File: config.mk
export PLATFORM = sky130hd
export DESIGN_NAME = sida_ctrl
export DESIGN_NICKNAME = d
export VERILOG_FILES = /design/src/rtl/sida_pkg.sv /design/src/rtl/sida_ctrl.sv
export SDC_FILE = /design/constraint.sdc
export NUM_CORES = 1
export LEC_CHECK = 0
export ABC_AREA = 1
export BUFFER_PORTS_ARGS = -buffer_cell sky130_fd_sc_hd__buf_2
export CAP_MARGIN = 40
export CELL_PAD_IN_SITES_DETAIL_PLACEMENT = 1
export CELL_PAD_IN_SITES_GLOBAL_PLACEMENT = 2
export CORE_AREA = 5 5 42 44
export CTS_CLUSTER_SIZE = 30
export DETAILED_ROUTE_END_ITERATION = 6
export DIE_AREA = 0 0 47 49
export GPL_ROUTABILITY_DRIVEN = 0
export PLACE_DENSITY_LB_ADDON = 0.1
export RECOVER_POWER = 100
export SETUP_SLACK_MARGIN = 0.1
export SLEW_MARGIN = 20
export SYNTH_ARGS = -nofsm -noshare
export SYNTH_HDL_FRONTEND = slang
export SYNTH_SLANG_ARGS = --single-unit
File: constraint.sdc
create_clock -name clock -period 1.06 [get_ports clock]
set_input_delay 0.106 -clock clock [delete_from_list [all_inputs] [get_ports clock]]
set_output_delay 0.106 -clock clock [all_outputs]
set_load 0.005 [all_outputs]
File: src/rtl/sida_pkg.sv
`default_nettype none
package sida_pkg;

   // ASCII codes used in the text
   localparam logic [7:0] CHAR_ZERO  = 8'd48;
   localparam logic [7:0] CHAR_MINUS = 8'd45;

   // field and internal widths
   localparam int unsigned VALUE_W = 32;
   localparam int unsigned CHAR_W  = 8;
   localparam int unsigned WIDE_W  = 34;  // holds 9 * 10^9
   localparam int unsigned POS_W   = 4;   // digit position 0..9
   localparam int unsigned DIGIT_W = 4;

   // controller to datapath
   typedef struct packed {
      logic load;   // take a new value, form its magnitude
      logic scan;   // find the leading digit position, send '-' if negative
      logic digit;  // send the digit at the current position
   } cmd_type;

   // datapath to controller
   typedef struct packed {
      logic neg;       // value is negative
      logic last_pos;  // current position is the units digit
      logic out_free;  // output register can take a beat this cycle
   } status_type;

   // 10^p for the ten digit positions of a 32-bit magnitude
   function automatic logic [WIDE_W-1:0] pow10(input logic [POS_W-1:0] p);
      logic [WIDE_W-1:0] r;
      case (p)
         4'd0: r = 34'd1;
         4'd1: r = 34'd10;
         4'd2: r = 34'd100;
         4'd3: r = 34'd1000;
         4'd4: r = 34'd10000;
         4'd5: r = 34'd100000;
         4'd6: r = 34'd1000000;
         4'd7: r = 34'd10000000;
         4'd8: r = 34'd100000000;
         4'd9: r = 34'd1000000000;
         default: r = 34'd0;
      endcase
      return r;
   endfunction

   // d * 10^p; d is a constant at every call site, so this folds to a table
   function automatic logic [WIDE_W-1:0] dec_mult(input logic [POS_W-1:0] p,
                                                  input logic [DIGIT_W-1:0] d);
      return WIDE_W'(pow10(p) * WIDE_W'(d));
   endfunction

endpackage
`default_nettype wire

File: src/rtl/sida_ctrl.sv
`default_nettype none
module sida_ctrl (
   input  wire logic                clock,
   input  wire logic                reset,
   input  wire logic                req_tvalid,
   output logic                     req_tready,
   input  wire sida_pkg::status_type status,
   output sida_pkg::cmd_type        cmd
);

   typedef enum logic [2:0] {
      ST_IDLE  = 3'b001,
      ST_SCAN  = 3'b010,
      ST_DIGIT = 3'b100
   } state_type;

   state_type state_ff;
   state_type state_in;

   // next state and commands
   always_comb begin
      state_in  = state_ff;
      cmd       = '0;
      req_tready = 1'b0;
      case (state_ff)
         ST_IDLE: begin
            req_tready = 1'b1;
            if (req_tvalid) begin
               cmd.load = 1'b1;
               state_in = ST_SCAN;
            end
         end
         ST_SCAN: begin
            // the sign beat needs a free output slot
            if (!status.neg || status.out_free) begin
               cmd.scan = 1'b1;
               state_in = ST_DIGIT;
            end
         end
         ST_DIGIT: begin
            if (status.out_free) begin
               cmd.digit = 1'b1;
               if (status.last_pos) begin
                  state_in = ST_IDLE;
               end
            end
         end
         default: begin
            state_in = ST_IDLE;
         end
      endcase
   end

   always_ff @(posedge clock) begin
      if (reset) begin
         state_ff <= ST_IDLE;
      end else begin
         state_ff <= state_in;
      end
   end

endmodule
`default_nettype wire

==> impl_results.md, run 1 <==
* Max cap viols at 0
* Drt first-iter violations at 1
* Remaining DRCs at 0
* Die Y at 49 um
* Final WS setup at -0.1682 ns
* Total core area at 1401 um^2
* Post-Synth Adder-Cell Area at 0%
* CP max stage cell: dfxtp_4
* Mapped Cells at 31
* Placed insts at 56
* First-pass GRT wire length at 1.097 mm
* Vias in the first global route at 290
* Final antenna-violating net count at 0
* Actual slew at the worst max-slew pin at 0.1391 ns
* CTS Root Cell: clkbuf_4
* Mapped Area at 188.9 um^2
* DRT Wirelength at 635 um
* Setup Skew at 0.0009763 ns
* PwrDens at 1243 nW/um^2
* Synth cell types at 11
* Top flop regs: state_ff x3
* Tcrit/Tclk final at 115.9%
* Synth Area in Compound Gates at 9.934%
* Post-synthesis mux area share at 0%
* H-Tree Depth at 1
* Nets at 58
* Worst slack, placed at 0.02564 ns
* Min-delay worst type: primary input to flip-flop
* RSZ-0062 raised after global routing: true
* Crit path max fanout at 3
* Clock Latency Late Sink at 0.23 ns
* Largest register by flop count: state_ff
* Most common cell after layout, fill and taps aside: buf_2
* Period minus WS final at 1.228 ns
* Synth Net Count at 37
* I/O Buffers at 9
* Clock slew at reported path FFs at 0.03 ns
* Max Freq at 814.2 MHz
* VDD IR-drop max at 0.4577 mV
* Worst EP required at 0.95 ns
* Ant. Diodes at 0
* Vias per cell at 3.925
* Commonest cells after routing, fill and taps aside: buf_2 (8), inv_1 (7), buf_4 (6)
* Non-Filler Instances at 67
* CTS tree: yes
* CTS Buffer Depth at 2
* CTS buffer count at 3
* Largest net degree at the start of global routing at 6
* Clock sinks at 3
* Initial core utilization at 13.48%
* Crit path DAT at 1.12 ns
* Leakage at 0.2052 nW
* Critical Path Start Type: flip-flop
* Ys Warns at 0
* Crit Path Class: flip-flop to primary output
* Final hold vios at 0
* Total power at 485.4 uW
* Largest family of logic cells by synthesized area: simple AND/OR/NAND/NOR gates
* Failing checks: negative setup slack
* CP peak stage delay at 0.35 ns
* Yosys reg bits at 3
* I/O pin count at 10
* Die width at 47 um
* Initial antenna violation count at 0
* Status: finished with violations
* Fraction of layout cells with a size suffix above 1 at 62.75%
* Aggregate global routing overflow at 0
* Sequential-to-total area share from yosys stat at 31.79%
* Setup crit end kind: primary output
* Crit-path cells: nor2_4, nand2_2, or2_1, inv_1, buf_2
* Pins Over Slew Limit at 0
* Die Footprint at 2303 um^2
* Synth-to-Final Area Change at 106.6%
* Rows at 14
* Avg Cell Area, Syn at 6.095 um^2
* GRT Util Overall at 6.826%
* DR pass1 iterations at 2
* Synth Area in XOR/XNOR at 0%
* Simple-gate share of the synthesized area at 40.40%
* Slew headroom at 90.69%
* Drt wl/cell at 9.478 um
* Max FFs per register at 3
* Vias at 263
* Post-DP HPWL at 488.7 um
* Final setup viols at 6
[path summary, 6_finish.rpt]
path / slack [ns] / from / cells after the start / endpoint
hold / removal: 0.06 / reset / 2 / state_ff[2]
hold reg to reg: 0.58 / state_ff[2] / 2 / state_ff[2]
setup reg to reg: -0.11 / state_ff[0] / 9 / state_ff[0]
setup / recovery: -0.17 / state_ff[0] / 5 / cmd[1]
[worst max-delay path: cells and delay by family (launching register included)]
family	cells	cell delay [ns]
and+or+nand+nor	3	0.39
DFF	1	0.35
buffers and inverters	2	0.15
[routing by layer]
layer / routed length, um / up-vias / GRT usage, %
met5: 0 / - / 0
met4: 0 / 0 / 5.530
met3: 24 / 0 / 2.214
met2: 324 / 7 / 10.41
met1: 287 / 121 / 7.237
li1: - / 135 / -
[synthesized netlist by cell type]
library cell,n,area (um^2)
a21oi_1,2,10.01
a21oi_2,1,8.760
and3_2,1,7.510
dfxtp_1,3,60.06
inv_1,9,33.78
nand2_1,5,18.77
nand3_1,4,20.02
nand4_1,1,6.260
nor2_1,3,11.26
nor2_2,1,6.260
or2_1,1,6.260
[what timing repair did]
action	4_1_cts	5_1_grt
setup buffers	7	2
pin swaps	3	5
setup endpoints to repair	5	6
resized for setup	11	8
gates cloned	0	0
hold buffers	0	0
[where the power goes]
| group | internal, mW | leakage [nW] | total (mW) | switching, mW |
|---|---|---|---|---|
| Clock | 0.141 | 0.0150 | 0.195 | 0.0547 |
| Sequential | 0.125 | 0.0260 | 0.140 | 0.0149 |
| Combinational | 0.0796 | 0.164 | 0.150 | 0.0709 |
[stage by stage]
stage / util [%] / setup TNS, ns / hold slack (ns) / area (um^2)
floorplan: - / 0 / 0.1684 / 188.9
global placement: 18.13 / 0 / 0.3157 / 254.0
detailed placement: 18.13 / 0 / 0.3138 / 254.0
CTS: 25.98 / -0.5457 / 0.05630 / 364.1
global route: 27.86 / -0.8117 / 0.05860 / 390.4
finish: 27.86 / -0.4921 / 0.06231 / 390.4
[kinds of logic after synthesis]
group	after synthesis
AO/OA/AOI/OAI	3
buffers and inverters	9
flip-flops	3
AND/OR/NAND/NOR	16
[area by class of cell]
class	instances	area, um^2
fill	189	1011
inverter	9	36.28
clock buffer	4	26.28
tap	16	20.02
timing repair buffer	16	107.6
sequential	3	68.82
multi-input combinational	19	131.4
Note: power is estimated with default switching activity, not from simulation.
==> inputs of run 2 (changes only) <==
--- a/config.mk
+++ b/config.mk
@@ -15,8 +15,7 @@
 export DETAILED_ROUTE_END_ITERATION = 6
 export DIE_AREA = 0 0 47 49
 export GPL_ROUTABILITY_DRIVEN = 0
-export PLACE_DENSITY_LB_ADDON = 0.1
-export RECOVER_POWER = 100
+export PLACE_DENSITY = 0.63
 export SETUP_SLACK_MARGIN = 0.1
 export SLEW_MARGIN = 20
 export SYNTH_ARGS = -nofsm -noshare
==> run 2 against run 1 <==
  * The flow still finishes with violations (negative setup slack)
  * Global-route usage increased by 1.7 points
  * Final area decreased by 0.64%
  * Core utilization decreased by 0.18 points
  * Critical endpoint unchanged
==> impl_results.md, run 2 (synthesis gave the netlist of run 1 again) <==
* Status: finished with violations
* Failing checks: negative setup slack
* Vias per cell at 4.029 (+2.6%)
* Clock Latency Late Sink at 0.24 ns (about the same)
* Final WS setup at -0.1809 ns (-0.01266 ns)
* Actual slew at the worst max-slew pin at 0.2029 ns (+0.06384 ns)
* Fraction of layout cells with a size suffix above 1 at 67.92% (+5.2 points)
* Placed insts at 56 (unchanged)
* Fillers at 189 (unchanged)
* I/O Buffers at 9 (unchanged)
* Post-DP HPWL at 459.4 um (-6.0%)
* H-Tree Depth at 1 (unchanged)
* Period minus WS final at 1.241 ns (+0.01266 ns)
* CTS tree: yes
* Register Area at 63.81 um^2 (-7.3%)
* Drt wl/cell at 12.20 um (+29%)
* Most common cell after layout, fill and taps aside: buf_2
* Initial core utilization at 13.48% (unchanged)
* Synth-to-Final Area Change at 105.3%
* Die Footprint at 2303 um^2 (unchanged)
* Tcrit/Tclk final at 117.1% (+1.2 points)
* Pins Over Slew Limit at 0 (unchanged)
* Max FFs per register at 3 (unchanged)
* Commonest cells after routing, fill and taps aside: buf_2 (9), inv_1 (7), buf_4 (7)
* Vias at 278 (+5.7%)
* Die Y at 49 um (unchanged)
* CTS Hold Buffers Added at 0 (unchanged)
* CTS Buffer Depth at 2 (unchanged)
* Hold slack at 0.07317 ns (+0.01085 ns)
* RSZ-0062 raised after global routing: true
* VDD IR-drop max at 0.4818 mV (+5.3%)
* Ant. Diodes at 0 (unchanged)
* Rows at 14 (unchanged)
* Non-Filler Instances at 69 (+3.0%)
* Max cap viols at 0 (unchanged)
* Final setup viols at 6 (unchanged)
* Largest net degree at the start of global routing at 6 (unchanged)
* Drt first-iter violations at 0 (-1)
* Total core area at 1401 um^2 (unchanged)
* Setup crit end kind: primary output
* DR pass1 iterations at 1 (-1)
* Final hold vios at 0 (unchanged)
* CTS buffer count at 3 (unchanged)
* Worst EP required at 0.95 ns (about the same)
* Die width at 47 um (unchanged)
* DRT Wirelength at 842 um (+33%)
* Setup TNS at -0.7458 ns (-0.2538 ns)
* Max Freq at 805.9 MHz (-1.0%)
* Vias in the first global route at 326 (+12%)
* Aggregate global routing overflow at 0 (unchanged)
* Final Util at 27.68% (-0.18 points)
* Slew headroom at 86.42% (-4.3 points)
* Final antenna-violating net count at 0 (unchanged)
* Setup Skew at 0.005789 ns (+0.004813 ns)
* Multi-input logic area at 123.9 um^2 (-5.7%)
* Nets at 60 (+3.4%)
* First-pass GRT wire length at 1.276 mm (+16%)
* I/O pin count at 10 (unchanged)
* Top flop regs: state_ff x3
* CTS Root Cell: clkbuf_4
* Min-delay worst type: primary input to flip-flop
* Clock slew at reported path FFs at 0.04 ns (about the same)
* Crit Path Class: flip-flop to primary output
* Critical Path Start Type: flip-flop
* Leakage at 0.2167 nW (+5.6%)
* PwrDens at 1309 nW/um^2 (+5.3%)
* Largest register by flop count: state_ff
* Remaining DRCs at 0 (unchanged)
* Crit path DAT at 1.13 ns (about the same)
* Total power at 507.8 uW (+4.6%)
* GRT Util Overall at 8.573% (+1.7 points)
* Initial antenna violation count at 0 (unchanged)
* Clock sinks at 3 (unchanged)
* Crit path max fanout at 2 (-1)
-- run 2: timing repair --
item / CTS / global route
setup endpoints to repair: 5 / 7
setup buffers: 8 / 2
pin swaps: 3 / 2
gates resized for setup: 5 / 10
-- run 2: per-stage QoR --
stage	area (um^2)	setup slack [ns]
final	387.9	-0.1809
after global routing	387.9	-0.2175
after CTS	351.6	-0.2129
after detailed placement	254.0	0.02488
after global placement	254.0	0.01545
after floorplan	188.9	0.1822
-- run 2: layout make-up --
type / instances / share of cell area [%]
repair buffers: 18 / 30.97
well taps: 16 / 5.161
clock buffers: 4 / 6.774
multi-input cells: 19 / 31.94
flip-flops and latches: 3 / 16.45
inverters: 9 / 8.710
-- run 2: final timing paths --
path / start / endpoint / slack (ns) / cells after the start
max: state_ff[0] / cmd[1] / -0.18 / 5
min: reset / state_ff[1] / 0.07 / 2
max reg2reg: state_ff[0] / state_ff[0] / -0.15 / 9
min reg2reg: state_ff[1] / state_ff[1] / 0.54 / 2
-- run 2: per-layer routing --
| layer | global-route usage, % | vias up | routed length [um] |
|---|---|---|---|
| li1 | - | 138 | - |
| met1 | 5.677 | 131 | 276 |
| met2 | 15.38 | 7 | 527 |
| met3 | 2.583 | 2 | 18 |
| met4 | 9.677 | 0 | 19 |
| met5 | 0 | - | 0 |
-- run 2: critical path, cell delays in order, from the launching register on --
cell     delay, ns
dfxtp_2       0.33
nor2_4        0.12
nand2_2       0.07
or2_4         0.24
inv_2         0.04
buf_2         0.10
-- run 2: where the power goes --
group	switching, mW	internal (mW)
Clock	0.0656	0.141
Combinational	0.0751	0.0880
Sequential	0.0127	0.125
Total	0.153	0.355
==> inputs of run 3 (changes only) <==
==> constraint.sdc (replaced) <==
create_clock -name clock -period 1.55 [get_ports clock]
set_input_delay 0.155 -clock clock [delete_from_list [all_inputs] [get_ports clock]]
set_output_delay 0.155 -clock clock [all_outputs]
set_load 0.005 [all_outputs]
==> run 3 against run 2 <==
  * The flow now finishes without violations
  * Final area shrank 28%
  * Core utilization down 7.7 points
  * Clock skew rose by 0.0026 ns
  * Non-clock buffer count is 9 lower
  * Sequential cell count did not move
  * Global-route usage is 2.2 points lower
  * Count of clock-buffer cells in the layout unchanged
  * Critical endpoint unchanged
  * Largest power group unchanged
==> impl_results.md, run 3 (synthesis gave the netlist of run 1 again) <==
* Status: complete, no violations
* GRT Util Overall at 6.325% (-2.2 points)
* Internal at 205.9 uW (-42%)
* Setup crit end kind: primary output
* Worst Hold End: state_ff[2]
* I/O pin count at 10 (unchanged)
* Clk pwr share at 49.1% (+8.3 points)
* Period minus WS final at 1.323 ns
* First-pass GRT wire length at 972 um (-24%)
* Top flop regs: state_ff x3
* Drt first-iter violations at 1 (+1)
* Pins Over Slew Limit at 0 (unchanged)
* Largest net degree at the start of global routing at 6 (unchanged)
* Area after DPL at 254.0 um^2 (unchanged)
* Fraction of layout cells with a size suffix above 1 at 34.09% (-34 points)
* Crit Path Class: flip-flop to primary output
* Total core area at 1401 um^2 (unchanged)
* Setup Skew at 0.008369 ns (+0.002579 ns)
* Worst EP required at 1.39 ns (+0.44 ns)
* Setup TNS at 0 ns (+0.7458 ns)
* Initial antenna violation count at 0 (unchanged)
* PwrDens at 1032 nW/um^2 (-21%)
* Crit path max fanout at 4 (+2)
* Die width at 47 um (unchanged)
* Crit path DAT at 1.17 ns (+0.04 ns)
* DR pass1 iterations at 2 (+1)
* Commonest cells after routing, fill and taps aside: inv_1 (9), buf_2 (9), nand2_1 (5)
* RSZ-0062 raised after global routing: false
* Final setup viols at 0 (-6)
* VDD IR-drop max at 0.5637 mV (+17%)
* Vias at 231 (-17%)
* Slew headroom at 88.37% (+1.9 points)
* Clock Latency Late Sink at 0.24 ns (about the same)
* Cell area after layout at 280.3 um^2 (-28%)
* Worst slack, placed at 0.4665 ns (+0.4416 ns)
* Max Freq at 756.1 MHz
* Synth-to-Final Area Change at 48.34%
* Fillers at 201 (+6.3%)
* Largest register by flop count: state_ff
* Clock slew at reported path FFs at 0.03 ns (about the same)
* Psw at 83.41 uW (-46%)
* CTS Hold Buffers Added at 0 (unchanged)
* CTS Buffer Depth at 2 (unchanged)
* Worst reg2reg path depth at 4 (-5)
* Actual slew at the worst max-slew pin at 0.1743 ns (-0.02867 ns)
* CTS buffer count at 3 (unchanged)
* Post-CTS Setup Bufs at 0 (-8)
* Max cap viols at 0 (unchanged)
* Nets at 51 (-15%)
* Critical R2R Capture: state_ff[2]
* Comb power frac at 19.2% (-13 points)
* Switching Fraction at 28.84% (-1.3 points)
* Beginning of the worst hold path: reset
* Min-delay worst type: primary input to flip-flop
* # resized after CTS at 0 (-5)
* Tcrit/Tclk final at 85.33%
* Post-DP HPWL at 425 um (-7.5%)
* Multi-input logic area at 95.09 um^2 (-23%)
* Vias in the first global route at 255 (-22%)
* Drt wl/cell at 8.750 um (-28%)
* Max FFs per register at 3 (unchanged)
* Flop pwr share at 31.7% (+4.6 points)
* Ant. Diodes at 0 (unchanged)
* Final WS setup at 0.2274 ns (+0.4083 ns)
* Final Util at 20.00% (-7.7 points)
* Clock sinks at 3 (unchanged)
* Vias per cell at 3.850 (-4.4%)
* CTS Root Cell: clkbuf_4
* Die Y at 49 um (unchanged)
* Critical Path Start Type: flip-flop
* DRT Wirelength at 525 um (-38%)
* Hold path cells at 2 (unchanged)
* Total power at 289.3 uW (-43%)
* R2R Setup Slk at 0.59 ns (+0.74 ns)
* Leakage at 0.1669 nW (-23%)
* Final hold vios at 0 (unchanged)
* Critical R2R Launch: state_ff[2]
* Register Area at 60.06 um^2 (-5.9%)
* Final antenna-violating net count at 0 (unchanged)
* H-Tree Depth at 1 (unchanged)
* Rows at 14 (unchanged)
* I/O Buffers at 9 (unchanged)
* CTS tree: yes
* Remaining DRCs at 0 (unchanged)
* Aggregate global routing overflow at 0 (unchanged)
* Die Footprint at 2303 um^2 (unchanged)
* Initial core utilization at 13.48% (unchanged)
==> run 3: routing by layer <==
metal	global-route usage, %	wire, um	share of wire, %
met5	0	0	0
met4	6.912	20	3.8
met3	3.321	15	2.9
met2	8.597	260	50
met1	6.114	228	43
==> run 3: critical path, stage by stage, from the launching register on <==
cell and delay [ns]:
dfxtp_1 0.33, nor2_2 0.13, nand2_1 0.08, or2_1 0.24, inv_1 0.05, buf_2 0.10
==> run 3: cell type report <==
cell class / instances / area share, %
tap: 16 / 7.143
multi-input combinational: 19 / 33.93
sequential: 3 / 21.43
inverter: 9 / 12.05
timing repair buffer: 9 / 16.07
clock buffer: 4 / 9.375
==> run 3: worst max path at each step <==
stage                     start      to  slack [ns]  cells after the start
global route        state_ff[2]  cmd[1]        0.14                      5
detailed placement  state_ff[2]  cmd[1]        0.47                      5
floorplan           state_ff[2]  cmd[1]        0.62                      4
global placement    state_ff[2]  cmd[1]        0.46                      5
finish              state_ff[2]  cmd[1]        0.23                      5
CTS                 state_ff[2]  cmd[1]        0.21                      5
==> run 3: through the flow <==
stage / hold slack (ns) / cells
2_1_floorplan: 0.2174 / 31
3_3_place_gp: 0.3548 / 56
3_5_place_dp: 0.3583 / 56
4_1_cts: 0.1077 / 60
5_1_grt: 0.1211 / 60
6_report: 0.1159 / 60
==> run 3: power groups by stage <==
stage / Combinational [mW] / Clock [mW] / Sequential [mW]
6_report: 0.0556 / 0.142 / 0.0917
5_1_grt: 0.0653 / 0.159 / 0.0926
4_1_cts: 0.0572 / 0.149 / 0.0919
3_5_place_dp: 0.0562 / 0 / 0.0929
3_3_place_gp: 0.0564 / 0 / 0.0929
2_1_floorplan: 0.0347 / 0 / 0.0910
